`config.mk`:
```
export PLATFORM = sky130hd
export DESIGN_NAME = tde_ctrl
export DESIGN_NICKNAME = d
export VERILOG_FILES = /design/src/tde_pkg.sv /design/src/tde_ctrl.sv
export SDC_FILE = /design/constraint.sdc
export NUM_CORES = 1
export LEC_CHECK = 0
export BUFFER_PORTS_ARGS = -buffer_cell sky130_fd_sc_hd__buf_2
export CORE_MARGIN = 1
export CORE_UTILIZATION = 55
export DETAILED_ROUTE_END_ITERATION = 6
export PLACE_DENSITY_LB_ADDON = 0.12
export SYNTH_ARGS = -nofsm -noshare
export SYNTH_HDL_FRONTEND = slang
export SYNTH_SLANG_ARGS = --single-unit
```
`constraint.sdc`:
```
create_clock -name clk_i -period 1.85 [get_ports clk_i]
set_clock_uncertainty 0.2 [all_clocks]
set_input_delay 0.37 -clock clk_i [delete_from_list [all_inputs] [get_ports clk_i]]
set_output_delay 0.37 -clock clk_i [all_outputs]
set_load 0.02 [all_outputs]
```
`src/tde_pkg.sv`:
```
`timescale 1ns / 1ps
`default_nettype none
package tde_pkg;

  localparam int unsigned MaxSamplesDef = 1024;
  // dividend bits of the restoring divider: |num| < 2**68, shifted by 8 or 12
  localparam int unsigned DivW    = 76;
  localparam int unsigned DivCntW = $clog2(DivW);
  localparam int unsigned NumW    = 68;
  localparam int unsigned DenW    = 49;

  localparam logic [1:0] KindFirst  = 2'd0;
  localparam logic [1:0] KindSecond = 2'd1;
  localparam logic [1:0] KindEquiv  = 2'd2;

  typedef struct packed {
    logic [15:0] volume;
    logic [15:0] ph_value;
    logic        final_sample;
  } in_beat_t;

  typedef struct packed {
    logic [1:0]         kind;
    logic [15:0]        at_volume;
    logic signed [31:0] value;
    logic               fault;
    logic               run_end;
  } out_beat_t;

  typedef enum logic [3:0] {
    OP_NONE, OP_ACCEPT, OP_LOAD1, OP_LOAD2, OP_SQB, OP_SQN, OP_T1, OP_T2,
    OP_HP, OP_DEN, OP_DIVINIT, OP_DIVSTEP, OP_FINISH, OP_EMIT, OP_EMITEQ, OP_COMMIT
  } op_e;

  typedef struct packed {
    op_e        op;
    logic [1:0] kind;
    logic       run_end;
  } cmd_t;

  typedef struct packed {
    logic n_ge2;
    logic n_ge4;
    logic fin;
    logic out_free;
  } stat_t;

endpackage
`default_nettype wire

```
`src/tde_ctrl.sv`:
```
`timescale 1ns / 1ps
`default_nettype none
module tde_ctrl (
  input  wire logic          clk_i,
  input  wire logic          rst_ni,
  input  wire logic          in_valid_i,
  input  wire tde_pkg::stat_t stat_i,
  output tde_pkg::cmd_t      cmd_o,
  output logic               busy_o
);
  import tde_pkg::*;

  typedef enum logic [3:0] {
    S_IDLE, S_DISP, S_LOAD, S_SQB, S_SQN, S_T1, S_T2, S_HP, S_DEN,
    S_DIVI, S_DIVS, S_FIN, S_EMIT, S_EQ, S_COMMIT
  } state_e;

  state_e state_q, state_d;
  logic   pass_q, pass_d;
  logic [DivCntW-1:0] cnt_q, cnt_d;

  always_comb begin
    state_d = state_q;
    pass_d  = pass_q;
    cnt_d   = cnt_q;
    cmd_o   = '{op: OP_NONE, kind: KindFirst, run_end: 1'b0};
    unique case (state_q)
      S_IDLE: begin
        if (in_valid_i) begin
          cmd_o.op = OP_ACCEPT;
          state_d  = S_DISP;
        end
      end
      S_DISP: begin
        pass_d = 1'b0;
        if (stat_i.n_ge2) state_d = S_LOAD;
        else if (stat_i.fin) state_d = S_EQ;
        else state_d = S_COMMIT;
      end
      S_LOAD: begin
        cmd_o.op = pass_q ? OP_LOAD2 : OP_LOAD1;
        state_d  = S_SQB;
      end
      S_SQB: begin cmd_o.op = OP_SQB; state_d = S_SQN; end
      S_SQN: begin cmd_o.op = OP_SQN; state_d = S_T1; end
      S_T1:  begin cmd_o.op = OP_T1;  state_d = S_T2; end
      S_T2:  begin cmd_o.op = OP_T2;  state_d = S_HP; end
      S_HP:  begin cmd_o.op = OP_HP;  state_d = S_DEN; end
      S_DEN: begin cmd_o.op = OP_DEN; state_d = S_DIVI; end
      S_DIVI: begin
        cmd_o.op = OP_DIVINIT;
        cnt_d    = DivCntW'(DivW - 1);
        state_d  = S_DIVS;
      end
      S_DIVS: begin
        cmd_o.op = OP_DIVSTEP;
        cnt_d    = cnt_q - 1'b1;
        if (cnt_q == '0) state_d = S_FIN;
      end
      S_FIN: begin cmd_o.op = OP_FINISH; state_d = S_EMIT; end
      S_EMIT: begin
        if (stat_i.out_free) begin
          cmd_o.op      = OP_EMIT;
          cmd_o.kind    = pass_q ? KindSecond : KindFirst;
          cmd_o.run_end = pass_q ? !stat_i.fin : (!stat_i.n_ge4 && !stat_i.fin);
          if (!pass_q && stat_i.n_ge4) begin
            pass_d  = 1'b1;
            state_d = S_LOAD;
          end else if (stat_i.fin) begin
            state_d = S_EQ;
          end else begin
            state_d = S_COMMIT;
          end
        end
      end
      S_EQ: begin
        if (stat_i.out_free) begin
          cmd_o.op      = OP_EMITEQ;
          cmd_o.kind    = KindEquiv;
          cmd_o.run_end = 1'b1;
          state_d       = S_COMMIT;
        end
      end
      S_COMMIT: begin cmd_o.op = OP_COMMIT; state_d = S_IDLE; end
      default: state_d = S_IDLE;
    endcase
  end

  assign busy_o = (state_q != S_IDLE);

  always_ff @(posedge clk_i or negedge rst_ni) begin
    if (!rst_ni) begin
      state_q <= S_IDLE;
      pass_q  <= 1'b0;
      cnt_q   <= '0;
    end else begin
      state_q <= state_d;
      pass_q  <= pass_d;
      cnt_q   <= cnt_d;
    end
  end

endmodule
`default_nettype wire

```
==> results.md <==
- Status: complete, but fails checks
- Failing checks: negative setup slack
- Sw Share: 0.466
- Number of max-cap violations: 0
- DP HPWL: 1.74 mm
- # diodes: 0
- Largest family of logic cells by synthesized area: compound AO/OA/AOI/OAI gates
- Antenna violations before repair: 0
- Post-synthesis adder-cell area fraction: 0.0267
- Clock latency on the worst-skew pair: 0.27 ns
- Slew HR: 0.749
- Multiplexer share of the synthesized area: 0.0214
- Setup crit end kind: output port
- Placement row count: 14
- Die height: 43.3 um
- Vias: 1094
- Crit path max-delay cell type: dfrtp_2
- First-pass GRT wire length: 5.00 mm
- Startpoint types: flop
- Non-filler cells, final: 176
- Core Region: 0.00154 mm2
- GR Util All Layers: 0.370
- Starting Density: 0.607
- Top cells by area, synth: dfrtp_1 32%, nor2_1 5.6%, a21oi_1 4.8%
- Post-synth top area cell: dfrtp_1
- Residual DRC: 0
- DR pass1 iterations: 4
- Reg-to-reg startpoint: state_q[3]
- Synth top cells by count: 14 x nor2_1, 12 x dfrtp_1, 11 x nand2_1
- Largest net degree at the start of global routing: 13
- Root buf cell: clkbuf_4
- Layout cells sized above 1: 0.456
- DR iter-0 viols: 50
- Area share of the largest cell type after synthesis: 0.321
- Unrepaired setup endpoints after global routing: yes
- TritonCTS buffer count: 3
- Crit path DAT: 1.49 ns
- Synthesis Warnings: 0
- Cell count after synthesis: 120
- Reg2reg setup slack: -0.09 ns
- R2R depth: 7
- Critical path type: flop to output port
- PortBufs: 14
- CP max FO: 4
- Placer Congestion: 0.883
- Distinct cells, synth: 36
- Pwr Total: 2.71 mW
- Die width: 43.3 um
- Final Hold Viols: 0
- Slew Viols, Final: 0
- Sequential share of power: 0.208
- Minimum clock period: 2.06 ns
- Power per Cell Area: 1910 mW/mm2
- Hold Path Class: primary input to flop
- Mean number of vias per cell: 6.22
- CP peak stage delay: 0.45 ns
- Final Util: 0.920
- Synth-to-Final Area Change: 51.5%
- Most frequent cell after synthesis: nor2_1
- Area of the die: 0.00187 mm2
- TNS Setup: -1.04 ns
- Synthesized area per cell: 7.80 um2
- Critical path origin: state_q[3]
- Final Worst Setup Slack: -0.214 ns
- Sequential share of the synthesized area: 0.321
- Deepest clock path buffer count: 2
- CTS tree: built
- Final setup vio count: 11
- Per-cell routed wire length: 18.9 um
- Placed cells: 156
- Leak: 0.659 nW
- Clock-pin slew on the worst setup and hold paths: 0.08 ns
- Final ANT Viol Nets: 0
- NetSw: 1.26 mW
- Nets: 170
- Number of synthesized flops with an enable pin: 0
- Peak supply drop: 1480 uV
- Ports: 15
- CTS H-tree depth: 1
- Main flop type after synthesis: dfrtp_1
- Asr flop ratio synth: 1.00
- Grt total ovfl: 0
- Mapped Nets: 129
- Vias in the first global route: 1044
- Peak Freq: 0.484 GHz
- Cell Area, Synth: 936 um2
- Power Internal: 1.44 mW
- Worst slew pin tran: 0.374 ns
- Worst-path cell chain: or3_4 -> a21oi_2 -> a211oi_2 -> buf_4
- R2r endpoint: state_q[3]
- Period utilisation layout: 1.12
- Clock share of power: 0.080
- Crit path required time: 1.28 ns
- Sink Count: 12
- Post-Route WL: 3.32 mm
- Flops & latches, synth: 12
- Power share of the combinational group: 0.713
- Synth Area in XOR/XNOR: 0.0281
- Synth Area in Compound Gates: 0.265
- Synth Area in Simple Gates: 0.261
- Critical Path End: cmd_o[3]
timing repair:
action	in CTS	in global routing
setup buffers	13	2
cloned	0	0
pin swaps	7	6
resized for setup	25	15
endpoints found under the setup margin	8	15
hold endpoints to repair	12	0
hold buffers	1	0
layout make-up:
type,count,area (um2)
timing repair buffer,44,354
fill,62,124
inverter,9,33.8
multi-input combinational,91,667
sequential,12,307
tap,16,20.0
clock buffer,4,36.3
cell usage in the layout (no fill, tap or decap), types with 5 or more instances in the layout:
cell type,instances
nand2_1,10
buf_2,7
a21oi_1,8
o21ai_0,8
dfrtp_1,7
dfrtp_2,5
inv_1,9
buf_4,28
nor2_1,12
buf_6,7
kinds of logic after synthesis:
family	after synthesis
adders and majority gates	2
xor gates and xnor gates	3
and+or+nand+nor	47
AOI/OAI and AO/OA	37
DFF	12
buffers and inverters	17
muxes	2
power by group through the flow:
stage / registers, mW / clock network (mW) / logic [mW]
floorplan: 0.441 / 0 / 0.945
global placement: 0.532 / 0 / 1.25
detailed placement: 0.545 / 0 / 1.27
CTS: 0.527 / 0.212 / 1.68
global route: 0.576 / 0.224 / 2.03
finish: 0.562 / 0.215 / 1.93
metal layers:
layer	vias to the layer above	part of all wire	global-route usage
met5	-	0	0
met4	0	0.022	0.145
met3	8	0.082	0.0638
met2	52	0.47	0.561
met1	531	0.42	0.520
li1	503	-	-
flip-flops by register name, indices dropped and copies added, names as in the netlist:
| signal | flops |
|---|---|
| cnt_q | 7 |
| state_q | 4 |
| pass_q | 1 |
metrics by stage:
stage                     area [um2]  setup slack, ns  hold slack [ns]
final                           1420           -0.214            0.264
after global routing            1420           -0.227            0.296
after CTS                       1340           -0.180            0.238
after detailed placement        1110           0.0502           0.0627
after global placement          1110           0.0440           0.0646
after floorplan                  941          0.00515           -0.126
worst max-delay path, delay by kind of cell (launching register included):
kind / cells / cell delay (ns)
DFF: 1 / 0.45
and+or+nand+nor: 1 / 0.38
AOI/OAI and AO/OA: 2 / 0.23
buffers and inverters: 1 / 0.16
how the worst min path moves through the flow:
stage,from,to,depth (start not counted)
after detailed placement,rst_ni,cnt_q[2],1
after global placement,rst_ni,cnt_q[2],1
final,stat_i[2],pass_q,3
after CTS,stat_i[2],pass_q,3
after global routing,stat_i[2],pass_q,3
after floorplan,rst_ni,cnt_q[0],0
No activity file was read; power rests on OpenSTA's default activity.
